### src/rtl/are_fifo.sv
// are_fifo: small register-based queue used between front/back and at the output.
// Depends on nothing.
module are_fifo #(
  parameter int WIDTH = 8,
  parameter int DEPTH = 2
) (
  input  logic             clk,
  input  logic             rst_n,
  input  logic             push,
  input  logic [WIDTH-1:0] wdata,
  output logic             full,
  input  logic             pop,
  output logic [WIDTH-1:0] rdata,
  output logic             empty
);
  localparam int PW = $clog2(DEPTH);
  localparam int NW = $clog2(DEPTH + 1);

  logic [WIDTH-1:0] mem_r [DEPTH];
  logic [PW-1:0]    wp_r, wp_nxt, rp_r, rp_nxt;
  logic [NW-1:0]    cnt_r, cnt_nxt;
  logic             wr_ok, rd_ok;

  assign full  = (cnt_r == NW'(DEPTH));
  assign empty = (cnt_r == '0);
  assign wr_ok = push & ~full;
  assign rd_ok = pop & ~empty;
  assign rdata = mem_r[rp_r];

  always_comb begin
    wp_nxt  = wr_ok ? ((wp_r == PW'(DEPTH - 1)) ? '0 : wp_r + PW'(1)) : wp_r;
    rp_nxt  = rd_ok ? ((rp_r == PW'(DEPTH - 1)) ? '0 : rp_r + PW'(1)) : rp_r;
    cnt_nxt = cnt_r;
    case ({wr_ok, rd_ok})
      2'b10:   cnt_nxt = cnt_r + NW'(1);
      2'b01:   cnt_nxt = cnt_r - NW'(1);
      default: cnt_nxt = cnt_r;
    endcase
  end

  always_ff @(posedge clk) begin
    if (!rst_n) begin
      wp_r  <= '0;
      rp_r  <= '0;
      cnt_r <= '0;
    end else begin
      wp_r  <= wp_nxt;
      rp_r  <= rp_nxt;
      cnt_r <= cnt_nxt;
    end
  end

  always_ff @(posedge clk) begin
    if (wr_ok) begin
      mem_r[wp_r] <= wdata;
    end
  end

endmodule

### config.mk
export PLATFORM = sky130hd
export DESIGN_NAME = are_fifo
export DESIGN_NICKNAME = d
export VERILOG_FILES = /design/src/rtl/are_fifo.sv
export SDC_FILE = /design/constraint.sdc
export NUM_CORES = 1
export LEC_CHECK = 0
export BUFFER_PORTS_ARGS = -buffer_cell sky130_fd_sc_hd__buf_2
export CORE_MARGIN = 4
export CORE_UTILIZATION = 45
export DETAILED_ROUTE_END_ITERATION = 6
export PLACE_DENSITY = 0.68
export SETUP_SLACK_MARGIN = 0.1
export SYNTH_ARGS = -nofsm -noshare
export SYNTH_HDL_FRONTEND = slang
export SYNTH_SLANG_ARGS = --single-unit
### constraint.sdc
create_clock -name clk -period 1.72 [get_ports clk]
set_input_delay 0.172 -clock clk [delete_from_list [all_inputs] [get_ports clk]]
set_output_delay 0.172 -clock clk [all_outputs]
set_load 0.02 [all_outputs]
* Word-level counts from Yosys, hierarchy flattened
Memory sizes are Yosys's and may differ from the RTL's. A register that Yosys moved wholly into a read port is not among the register bits.
Cells that the tools add are included.
** Word-level totals
- Bits in registers :: 4
- Memory bits (writable) :: 16
- Input port bits :: 12
- Word-level logic and storage cells :: 24
- Memories kept :: 1
** Cells by class
- Add/subtract/negate cells :: 4
- Eq/ne operators :: 3
- Muxes and demuxes :: 7
- Bitwise gates (word level) :: 4
- Reductions and logical operators :: 2
** Memories
- mem_r :: words 2, bits a word 8, rd ports 1, clocked after memory_dff 1, wr ports 1, line 19 : logic [WIDTH-1:0] mem_r [DEPTH];
** Operator list (number)
- 1-bit two-way mux :: 6
- 2-bit == test, second input constant :: 2
- 2-bit one-hot mux with 2 select lines :: 1
- 1-bit adder, second input constant :: 2
- 2-bit by 1-bit adder with 2-bit output, second input constant :: 1
- 1-bit AND :: 2
- 2-bit by 1-bit == test with 1-bit output, second input constant :: 1
- 2-bit logical NOT :: 1
- 1-bit NOT :: 2
- 2-bit nonzero test :: 1
- 2-bit by 1-bit subtractor with 2-bit output, second input constant :: 1

* Depth between registers and ports, before layout
- Word-level depth :: 5
- Mapped depth :: 6
- Depth with buffers taken out :: 6

* Worst setup path before layout
OpenSTA, ideal clock, no wires.
- Path type :: flip-flop to flip-flop
- Start :: reg cnt_r[0]
- End :: mem mem_r[0][0] (enable)
- Setup time :: 0.324 ns
- Arrival :: 1.121 ns
- Required time :: 1.396 ns
- Setup slack :: 0.275 ns
- Stages on the path, launching flop included :: 5
- Path buffers :: 0
- Clock period less this slack :: 1.445 ns
- Cell sequence :: dfxtp_1 nand2b_2 inv_2 or3_1 inv_1
** On the way
- Word-level cells in the longest chain between the ends :: 5
** RTL lines
- from (decl) :: line 21 : logic [NW-1:0] cnt_r, cnt_nxt;
- from (signal assigned) :: line 49 : cnt_r <= cnt_nxt;
- 2-bit == test :: line 24 : assign full = (cnt_r == NW'(DEPTH));
- via full :: line 11 : output logic full,
- 1-bit NOT :: line 26 : assign wr_ok = push & ~full;
- 1-bit AND :: line 26
- 1-bit two-way mux :: line 54 : if (wr_ok) begin
- 1-bit two-way mux (implied by the code) :: line 55 : mem_r[wp_r] <= wdata;
- to (decl) :: line 19
The timed path passes the listed nets, and every way through them passes these cells.

* Final worst setup path
- Start :: reg cnt_r[0]
- End :: reg cnt_r[1]
** On the way
- Word-level cells in the longest chain between the ends :: 5
- Elaborated cells between the ends (all ways) :: 12
- Classes of those cells :: 2 x add/sub; 3 x eq/ne; 1 x mux; 4 x bitwise; 2 x reduce/logical
** RTL lines
- 2-bit == test or 2-bit logical NOT (tied branches) :: line 24, 25
- 1-bit NOT, on equally long branches :: line 26, 27
- 1-bit AND, on equally long branches :: line 26, 27
- 2-bit by 1-bit == test with 1-bit output or 2-bit == test (tied branches) :: line 34 : case ({wr_ok, rd_ok})
- 2-bit one-hot mux with 2 select lines or 2-bit nonzero test (tied branches)
Several ways; a longest one is shown, not always the timed one.
A chain may end at the register's enable or synchronous reset.

==> results.cfg <==
[cells_and_area]
n_antenna_cell = 0
syn_to_final_growth_pct = 20.1
drive_gt1_frac = 0.507
fin_nets = 89
stdcell_area_sq_um = 973
nFillCells = 141
final_util = 0.570

[flow_run]
drv_cap = 0

[floorplan]
die_w_microns = 50.4
die_area_sq_um = 2540
fp.dieH_microns = 50.4
rows = 15
io_pins = 22
initial_core_util = 0.475
core_area_sq_um = 1710

[worst_setup_path]
crit_fanout = 5
crit_path_end_kind = flip-flop
arrival_ps = 1690
cp.required_ps = 1960
worstSetupStartpointType = flip-flop
critPathMaxStageDelay_ps = 380
critical_path_class = reg2reg
worstPathCellList = nand2b_2 > nand2_1 > ha_1 > or3_1 > a21boi_1
crit_slowest_cell = dfxtp_2

[placed_design]
place_congestion = 0.675
placed_area_sq_um = 943
io_buffer_count = 21
dp_hpwl_microns = 906

[grt]
grt.overflow.total = 0
grt_pass1_wl_microns = 1900
antenna_found_initial = 0
grt_usage = 0.106
grt_max_degree = 13
first_global_vias = 445

[route]
vias_per_cell = 4.62
antenna_left = 0
drc = 0
drtPass1Iterations = 2
vias = 462
dr_wl_met3_microns = 50
wl_microns = 1220
wl_met2_microns = 604
highest_layer = met4
drt-wirelength-per-cell_microns = 12.2
met1_length_microns = 549
drtIter0Drc = 3

[pwr]
pwr-share-clk = 0.154
p_per_area_nw_per_um2 = 1510
seqPwrFrac = 0.496
peakVddDrop_uv = 852
switchingPower_uw = 487
intPower_uw = 982
p_comb_frac = 0.350
leakagePower_nw = 0.384
p_sw_frac = 0.332

[synthesis]
ys_warn_count = 0
syn_area_sq_um = 811
ys_types = 18
netlist_instances = 51
ys_seq_elements = 21
syn_nets = 64
syn_area_per_cell_sq_um = 15.9
yosysSeqAreaShare = 0.716

[clock_tree]
cts-root-buf = clkbuf_4
cts_buffers = 3
clkSinkCount = 21
path_clk_slew_ps = 110
insertion_delay_ps = 290
htree_levels = 1
cts_tree = done
cts.path.max_buffers = 2

[timing]
fmax_ghz = 0.688
worst_pin_slew_ps = 417
slew_headroom = 0.722
drv_slew = 0
setup_violations = 0
hold_viol_final = 0
finalCritPeriodShare = 0.846
finalCriticalPeriod_ps = 1450
finalClockSkew_ps = 3.66
rsz0062_at_grt = false
fin_tns_setup_ps = 0

[outcome]
outcome = finished clean

[min_path]
hold_class = in2reg
final cells by class:
class	count	area, sq um	share of cell area
Multi-Input combinational cell	26	215	0.221
Sequential cell	21	583	0.599
Inverter	3	11.3	0.0116
Clock inverter	1	5.00	0.00514
Clock buffer	3	22.5	0.0231
Timing Repair Buffer	21	105	0.108
Tap cell	25	31.3	0.0321
metal layers:
layer  track usage  vias up
met4        0.0673        0
met1         0.116      217
met5             0        -
met2         0.183       11
li1              -      232
met3        0.0267        2
flip-flops by register name, indices dropped and copies added, names as in the netlist, named ones only:
signal	count
cnt_r	2
rp_r	1
wp_r	1
mem_r	16
logic make-up after synthesis:
| kind of cell | Yosys count | synth area share |
|---|---|---|
| AOI/OAI and AO/OA | 5 | 0.0401 |
| and+or+nand+nor | 9 | 0.0664 |
| muxes | 8 | 0.111 |
| adders and majority gates | 1 | 0.0154 |
| buffers and inverters | 4 | 0.0185 |
| DFF | 21 | 0.716 |
| xor gates and xnor gates | 3 | 0.0324 |
path summary, 6_finish.rpt:
kind                            cells after the start               endpoint             startpoint  slack [ps]
worst max-delay path                                5  cnt_r[1]$_SDFFE_PN0P_  cnt_r[0]$_SDFFE_PN0P_         270
worst min register to register                      2      wp_r$_SDFFE_PN0P_      wp_r$_SDFFE_PN0P_         520
worst min-delay path                                1  mem_r[0][3]$_DFFE_PP_               wdata[3]          60
worst max register to register                      5  cnt_r[1]$_SDFFE_PN0P_  cnt_r[0]$_SDFFE_PN0P_         270
layout by cell type (no fill, tap or decap), types with 2 or more instances in the layout:
cell type	synthesis	routed
buf_2	0	21
edfxtp_1	16	16
mux2_2	8	8
xnor2_1	3	3
clkbuf_4	0	3
dfxtp_1	5	3
inv_2	1	2
nor2b_1	2	2
or3_1	2	2
o21ai_0	2	2
a21boi_1	2	2
dfxtp_2	0	2
cells in the mapped netlist:
master | n | area, sq um
nor2b_1 | 2 | 12.5
and3_1 | 1 | 6.26
mux2_2 | 8 | 90.1
ha_1 | 1 | 12.5
a21boi_1 | 2 | 15.0
nor2_1 | 1 | 3.75
nand2_1 | 1 | 3.75
o21ai_0 | 2 | 10.0
xnor2_1 | 3 | 26.3
dfxtp_1 | 5 | 100
inv_2 | 1 | 3.75
edfxtp_1 | 16 | 480
o21a_1 | 1 | 7.51
nand2b_2 | 1 | 8.76
inv_1 | 2 | 7.51
and2_1 | 1 | 6.26
or3_1 | 2 | 12.5
clkbuf_1 | 1 | 3.75
per-stage QoR:
step	total power [mW]	setup slack (ps)	cells	hold WS, ps
floorplan	1.11	275	51	271
global placement	1.24	233	96	364
detailed placement	1.26	185	96	363
CTS	1.49	117	100	47.7
global route	1.57	165	100	32.6
finish	1.47	266	100	57.0
power groups by stage:
stage	Clock, mW	Sequential, mW	Combinational [mW]
floorplan	0	0.701	0.409
global placement	0	0.737	0.507
finish	0.226	0.729	0.514
CTS	0.238	0.729	0.521
global route	0.265	0.747	0.561
detailed placement	0	0.740	0.520
worst max-delay path: cells and delay by family (launching register included):
family | cells | cell delay (ps)
AND/OR/NAND/NOR | 3 | 560
flip-flops | 1 | 380
AO/OA/AOI/OAI | 1 | 130
adder cells (fa/ha/maj) | 1 | 320
what timing repair did:
action                     4_1_cts  5_1_grt
hold buffers                     0        0
setup endpoints to repair        0       17
resized for setup                0        3
buffers inserted                 0        0
Note: power is estimated with default switching activity, not from simulation.
