===== src/rtl/are_pkg.sv =====
// are_pkg: shared types and constants for the axis reduction engine.
// No dependencies; imported by are_front, are_back and axis_reduction_engine.
package are_pkg;

  localparam int CFG_DW      = 17;   // widest configuration register
  localparam int CFG_IW      = 2;    // register index width
  localparam int MODE_W      = 3;
  localparam int AXIS_REG_W  = 13;
  localparam int INNER_REG_W = 11;
  localparam int OUTER_REG_W = 17;
  localparam int RES_W       = 28;
  localparam int MAX_SLABS   = 65536;

  typedef logic [CFG_IW-1:0] cfg_idx_t;

  localparam cfg_idx_t REG_MODE  = 2'd0;
  localparam cfg_idx_t REG_AXIS  = 2'd1;
  localparam cfg_idx_t REG_INNER = 2'd2;
  localparam cfg_idx_t REG_OUTER = 2'd3;

  typedef enum logic [MODE_W-1:0] {
    MODE_SUM    = 3'd0,
    MODE_MEAN   = 3'd1,
    MODE_MIN    = 3'd2,
    MODE_MAX    = 3'd3,
    MODE_ARGMIN = 3'd4,
    MODE_ARGMAX = 3'd5
  } mode_t;

  // Per-word classification made by the front end.
  typedef struct packed {
    logic first;        // row 0: initializes the column
    logic emit;         // last row: produces a result
    logic last_tensor;  // final result of the tensor
  } ctl_t;

  typedef enum logic [1:0] {
    BK_IDLE,
    BK_UPD,
    BK_DIV
  } bk_state_t;

endpackage


===== src/rtl/are_front.sv =====
// are_front: configuration registers, column/row/slab position counters and
// word classification. Depends on are_pkg.
module are_front #(
  parameter int MAX_COLUMNS = 1024,
  parameter int MAX_AXIS    = 4096,
  parameter int ELEM_WIDTH  = 16
) (
  input  logic                               clk,
  input  logic                               rst_n,
  input  logic                               cfg_we,
  input  are_pkg::cfg_idx_t                  cfg_index,
  input  logic [are_pkg::CFG_DW-1:0]         cfg_data,
  input  logic                               in_push,
  input  logic signed [ELEM_WIDTH-1:0]       in_element,
  input  logic                               q_full,
  output logic                               q_push,
  output logic [3 + $clog2(MAX_AXIS + 1) + ((MAX_COLUMNS > 1) ? $clog2(MAX_COLUMNS) : 1)
                + ELEM_WIDTH - 1:0]          q_data,
  output are_pkg::mode_t                     mode,
  output logic [$clog2(MAX_AXIS + 1)-1:0]    axis
);
  import are_pkg::*;

  localparam int LW  = $clog2(MAX_AXIS + 1);
  localparam int CLW = $clog2(MAX_COLUMNS + 1);
  localparam int CIW = (MAX_COLUMNS > 1) ? $clog2(MAX_COLUMNS) : 1;

  logic [MODE_W-1:0]      mode_reg_r;
  logic [AXIS_REG_W-1:0]  axis_reg_r;
  logic [INNER_REG_W-1:0] inner_reg_r;
  logic [OUTER_REG_W-1:0] outer_reg_r;

  logic [CLW-1:0]         col_r, col_nxt;
  logic [LW-1:0]          row_r, row_nxt;
  logic [OUTER_REG_W-1:0] slab_r, slab_nxt;

  logic [LW-1:0]          axis_c;
  logic [CLW-1:0]         inner_c;
  logic [OUTER_REG_W-1:0] outer_c;
  logic                   col_end, row_end, slab_end;
  ctl_t                   ctl;

  // zero acts as one, oversize clamps to the maximum
  always_comb begin
    if (axis_reg_r == '0) begin
      axis_c = LW'(1);
    end else if (32'(axis_reg_r) > 32'(MAX_AXIS)) begin
      axis_c = LW'(MAX_AXIS);
    end else begin
      axis_c = LW'(axis_reg_r);
    end
    if (inner_reg_r == '0) begin
      inner_c = CLW'(1);
    end else if (32'(inner_reg_r) > 32'(MAX_COLUMNS)) begin
      inner_c = CLW'(MAX_COLUMNS);
    end else begin
      inner_c = CLW'(inner_reg_r);
    end
    if (outer_reg_r == '0) begin
      outer_c = OUTER_REG_W'(1);
    end else if (outer_reg_r > OUTER_REG_W'(MAX_SLABS)) begin
      outer_c = OUTER_REG_W'(MAX_SLABS);
    end else begin
      outer_c = outer_reg_r;
    end
  end

  always_comb begin
    case (mode_reg_r)
      MODE_MEAN:   mode = MODE_MEAN;
      MODE_MIN:    mode = MODE_MIN;
      MODE_MAX:    mode = MODE_MAX;
      MODE_ARGMIN: mode = MODE_ARGMIN;
      MODE_ARGMAX: mode = MODE_ARGMAX;
      default:     mode = MODE_SUM;
    endcase
  end

  assign axis = axis_c;

  always_comb begin
    col_end  = (col_r + CLW'(1)) >= inner_c;
    row_end  = (row_r + LW'(1)) >= axis_c;
    slab_end = (slab_r + OUTER_REG_W'(1)) >= outer_c;

    ctl.first       = (row_r == '0);
    ctl.emit        = row_end;
    ctl.last_tensor = row_end & col_end & slab_end;

    col_nxt  = col_end ? '0 : col_r + CLW'(1);
    row_nxt  = col_end ? (row_end ? '0 : row_r + LW'(1)) : row_r;
    slab_nxt = (col_end & row_end) ? (slab_end ? '0 : slab_r + OUTER_REG_W'(1)) : slab_r;
  end

  assign q_push = in_push & ~q_full;
  assign q_data = {ctl, row_r, col_r[CIW-1:0], in_element};

  always_ff @(posedge clk) begin
    if (!rst_n) begin
      mode_reg_r  <= '0;
      axis_reg_r  <= AXIS_REG_W'(1);
      inner_reg_r <= INNER_REG_W'(1);
      outer_reg_r <= OUTER_REG_W'(1);
      col_r       <= '0;
      row_r       <= '0;
      slab_r      <= '0;
    end else if (cfg_we) begin
      case (cfg_index)
        REG_MODE:  mode_reg_r  <= cfg_data[MODE_W-1:0];
        REG_AXIS:  axis_reg_r  <= cfg_data[AXIS_REG_W-1:0];
        REG_INNER: inner_reg_r <= cfg_data[INNER_REG_W-1:0];
        REG_OUTER: outer_reg_r <= cfg_data[OUTER_REG_W-1:0];
        default:   mode_reg_r  <= mode_reg_r;
      endcase
      // any write restarts the tensor
      col_r  <= '0;
      row_r  <= '0;
      slab_r <= '0;
    end else if (q_push) begin
      col_r  <= col_nxt;
      row_r  <= row_nxt;
      slab_r <= slab_nxt;
    end
  end

endmodule


===== config.mk =====
export PLATFORM = sky130hd
export DESIGN_NAME = are_front
export DESIGN_NICKNAME = d
export VERILOG_FILES = /design/src/rtl/are_pkg.sv /design/src/rtl/are_front.sv
export SDC_FILE = /design/constraint.sdc
export NUM_CORES = 1
export LEC_CHECK = 0
export BUFFER_PORTS_ARGS = -buffer_cell sky130_fd_sc_hd__buf_4
export CAP_MARGIN = 10
export CORE_ASPECT_RATIO = 0.75
export CORE_UTILIZATION = 45
export DETAILED_ROUTE_END_ITERATION = 8
export PLACE_DENSITY = 0.76
export REMOVE_ABC_BUFFERS = 1
export SYNTH_ARGS = -nofsm -noshare
export SYNTH_HDL_FRONTEND = slang
export SYNTH_SLANG_ARGS = --single-unit

===== constraint.sdc =====
create_clock -name clk -period 6.3 [get_ports clk]
set_input_delay 0.945 -clock clk [delete_from_list [all_inputs] [get_ports clk]]
set_output_delay 0.945 -clock clk [all_outputs]
set_load 0.005 [all_outputs]

=== After elaboration in Yosys (flattened, before gate mapping) ===
Index checks and enable logic that the tools add are counted.

* Memories kept: 0
* Output and inout bits: 59
* RAM bits: 0
* Latch bits: 0
* Word-level logic and storage cells: 51
* Bits in registers: 85
* ROM bits: 0
* Input bits: 40

* Multiplexer cells: 10
* $lt $le $gt $ge: 6
* Bitwise operators: 5
* Reductions and logical operators: 12
* Shift-type cells: 0
* Multiply operators: 0
* Div/mod/pow operators: 0
* Equality and inequality tests: 8
* Add/subtract/negate cells: 3

{| class="wikitable"
|+ Operator list
! kind !! number
|-
| $mux 17 || 3
|-
| $mux 13 || 3
|-
| $mux 11 || 3
|-
| $logic_not 13->1 || 2
|-
| $add 17x1->17 const B || 1
|-
| $ge 17x17->1 || 1
|-
| $gt 17x17->1 const B || 1
|-
| $logic_not 17->1 || 1
|-
| $pmux 3 s5 || 1
|-
| $add 13x1->13 const B || 1
|-
| $ge 13x13->1 || 1
|-
| $gt 13x13->1 const B || 1
|-
| $reduce_and 2->1 || 6
|-
| $add 11x1->11 const B || 1
|-
| $ge 11x11->1 || 1
|-
| $gt 11x11->1 const B || 1
|-
| $logic_not 11->1 || 1
|-
| $eq 3x2->1 const B || 2
|-
| $eq 3x3->1 const B || 2
|-
| $eq 2x2->1 const B || 2
|-
| $and 1x1->1 || 3
|-
| $eq 3x1->1 const B || 1
|-
| $eq 2x1->1 const B || 1
|-
| $logic_not 2->1 || 1
|-
| other kinds (2) || 3
|}

=== Depth between registers and ports, before layout ===
* Depth after elaboration: 6
* Depth in mapped cells: 17

=== Worst setup path after synthesis ===
Ideal clock, no wire load.

* Path type: reg-to-output
* Start point: reg slab_r[0]
* End point: out q_data[39] (netlist name)
* Cell stages (with the launch flop): 15
* Arrival time: 2.866 ns
* Slack: 2.489 ns
* Path buffers: 2
* Cell sequence: dfxtp_1 ha_1 nand3_1 inv_1 and2_1 nand2_1 xnor2_1 ha_1 and2_0 a221o_1 a221oi_2 o221a_2 buf_6 clkbuf_1 nor3_1

{| class="wikitable"
|+ RTL lines
! what !! line !! text
|-
| start: declaration || are_front.sv:35 || <nowiki>logic [OUTER_REG_W-1:0] slab_r, slab_nxt;</nowiki>
|-
| start signal: assignment || are_front.sv:122 || <nowiki>slab_r <= slab_nxt;</nowiki>
|-
| end: declaration || are_front.sv:18 || <nowiki>+ ELEM_WIDTH - 1:0] q_data,</nowiki>
|}

==> impl_metrics.json <==
{
  "outcome": "complete, no violations",
  "ys_types": 44,
  "grt_overflow_total": 0,
  "crit_path_cell_trace": "ha_1, nand3_1, inv_1, and2_1, nand2_1, xnor2_1, ha_1, and2_0, a221o_1, a221oi_2, o221a_2, nor3_1, buf_4",
  "cts.sinks": 85,
  "p_sw_share_pct": 25.55,
  "fin_worst_skew_ns": 0.005293,
  "postSynth.asyncResetShare_pct": 0,
  "path_common_cell": "ha_1",
  "synth_edf_count": 0,
  "p_leak_uw": 0.002556,
  "hold_depth": 2,
  "grt_pass1_vias": 4477,
  "die_y_um": 96.33,
  "path_buf_inv": 2,
  "portBuffers": 66,
  "htreeDepth": 3,
  "maxSlewViolCount": 0,
  "drt_iter0_markers": 499,
  "cp.required_ns": 5.35,
  "clk_latency_ns": 0.35,
  "ir_worst_vdd_uv": 137.0,
  "startpoint_type": "flop",
  "clock_power_share_pct": 44.5,
  "finalHoldViolations": 0,
  "grt_pass1_wl_mm": 22.56,
  "initial_utilization_pct": 46.14,
  "cts_tree": "done",
  "coreArea_mm2": 0.01157,
  "ys_warn_count": 0,
  "drv_cap": 0,
  "drive_gt1_share_pct": 11.93,
  "ctsHoldBuffers": 0,
  "cp_slowest_cell": "o221a_2",
  "numCtsBuffers": 9,
  "critical_path.max_fanout": 18,
  "grtUsageMet1_pct": 33.04,
  "cts_setup_buffers": 0,
  "p_int_uw": 948.4,
  "pwr-share-seq_pct": 43.8,
  "use_met2_pct": 35.01,
  "busiest_layer": "met2",
  "place_hpwl_mm": 10.31,
  "power_switching_uw": 325.5,
  "period_minus_slack_ns": 4.504,
  "clockBufferDepth": 2,
  "rsz0062_at_grt": "no",
  "synth_cells": 694,
  "viasPerCell": 5.600,
  "drt-pass1-iter-count": 5,
  "synth.ff_latch_count": 85,
  "gp_congestion": 0.8443,
  "slew_headroom_pct": 28.95,
  "final_common_cell": "nand2_1",
  "cts_root_buffer": "clkbuf_16",
  "num_rows": 34,
  "path_clk_slew_ns": 0.06,
  "track_usage_pct": 23.48,
  "cp.depth": 13,
  "syn_area_mm2": 0.005339,
  "synth-main-ff-cell": "dfxtp_1",
  "yosysSeqAreaShare_pct": 31.87,
  "critPathTopFamily": "compound AO/OA/AOI/OAI gates",
  "diodes": 0,
  "drcViolationCount": 0,
  "worstHoldPathType": "flop to flop",
  "postLayoutCoreUtil_pct": 52.09,
  "path_class": "flop to primary output",
  "detail_route.wl_per_cell_um": 15.99,
  "antenna_found_initial": 0,
  "worstPathArrival_ns": 3.56,
  "worstMarginPinSlew_ns": 1.066,
  "fin_tns_setup_ns": 0,
  "die_w_um": 127.8,
  "worstSetupEndpointType": "primary output",
  "dieArea_mm2": 0.01231,
  "rr_worst_depth": 14,
  "setup_viol": 0,
  "comb_power_share_pct": 11.8,
  "p_per_area_mw_per_mm2": 211.4,
  "vias": 4945,
  "final_cell_mix": "nand2_1 (161), dfxtp_1 (85), buf_4 (67)",
  "cpPeakStageDelay_ns": 0.47,
  "ios": 99,
  "detail-route-antenna-nets": 0,
  "grtUsageMet3_pct": 6.559,
  "grt_max_degree": 47,
  "area_growth_pct": 12.89,
  "totalWireLength_mm": 14.12,
  "fin_crit_sh_pct": 71.49,
  "nets": 803,
  "cts_resized": 0,
  "syn_area_per_cell_um2": 7.693,
  "fmaxAchievable_mhz": 222.0
}
==> per-stage QoR <==
stage               std cells  total power, uW  hold WS [ns]  instance area, um2  setup slack (ns)
floorplan                 638            648.8        0.4392                5012             2.685
global placement          867            709.0        0.4504                5718             2.343
detailed placement        867            715.5        0.4700                5718             2.069
CTS                       883             1274        0.4770                6027             1.852
global route              883             1320        0.4992                6027             1.516
finish                    883             1274        0.4711                6027             1.796
==> cell families after synthesis <==
group | share of synthesized area [%]
xor gates and xnor gates | 7.546
adders and majority gates | 11.01
muxes | 0.1875
and+or+nand+nor | 27.30
DFF | 31.87
AOI/OAI and AO/OA | 14.34
buffers and inverters | 7.733
==> synth_stat cells, types with 7 or more instances <==
| cell type | count | area (um2) |
|---|---|---|
| xnor2_1 | 21 | 183.9 |
| a21oi_1 | 37 | 185.2 |
| nand2_1 | 161 | 604.3 |
| buf_4 | 27 | 202.7 |
| a21boi_0 | 38 | 285.3 |
| inv_1 | 22 | 82.58 |
| a31oi_1 | 7 | 43.79 |
| ha_1 | 47 | 588.1 |
| nand4_1 | 8 | 50.05 |
| nand3_1 | 47 | 235.2 |
| o21ai_0 | 10 | 50.05 |
| nor2_1 | 32 | 120.1 |
| clkbuf_1 | 26 | 97.59 |
| and3_1 | 19 | 118.9 |
| xor2_1 | 25 | 219.0 |
| a21o_1 | 7 | 52.55 |
| nor4_1 | 11 | 68.82 |
| dfxtp_1 | 85 | 1702 |
| nor3_1 | 8 | 40.04 |
==> cell type report <==
cell class	instances	area, um2
fill	1127	5544
tap	162	202.7
timing repair buffer	67	503.0
clock inverter	4	72.57
inverter	23	86.33
multi-input combinational	530	3224
clock buffer	12	236.5
sequential	85	1702
==> sequential cells by signal, indices dropped and copies added (netlist names) <==
register / cells
axis_reg_r: 13
col_r: 11
inner_reg_r: 11
mode_reg_r: 3
outer_reg_r: 17
row_r: 13
slab_r: 17
==> worst min-delay path, cell delays in order (launching register included) <==
cell and delay [ns]:
dfxtp_1 0.32, nand2_1 0.05, a21oi_1 0.05
==> layer usage <==
layer  wire length [um]  vias up
met3               1255       30
met1               6563     2315
met5                  0        -
li1                   -     2397
met4                198        0
met2               6100      203
==> power groups by stage <==
stage	logic (uW)	registers (uW)	clock network [uW]
6_report	150	557	566
5_1_grt	164	558	598
4_1_cts	147	557	569
3_5_place_dp	147	569	0
3_3_place_gp	141	568	0
2_1_floorplan	82.8	566	0
==> worst paths after layout <==
| check | start | end | slack, ns |
|---|---|---|---|
| setup reg to reg | row_r[0] | row_r[1] | 1.99 |
| hold / removal | col_r[10] | col_r[10] | 0.47 |
| hold reg to reg | col_r[10] | col_r[10] | 0.47 |
| setup / recovery | slab_r[0] | q_data[39] | 1.80 |
(Power assumes the default switching activity.)
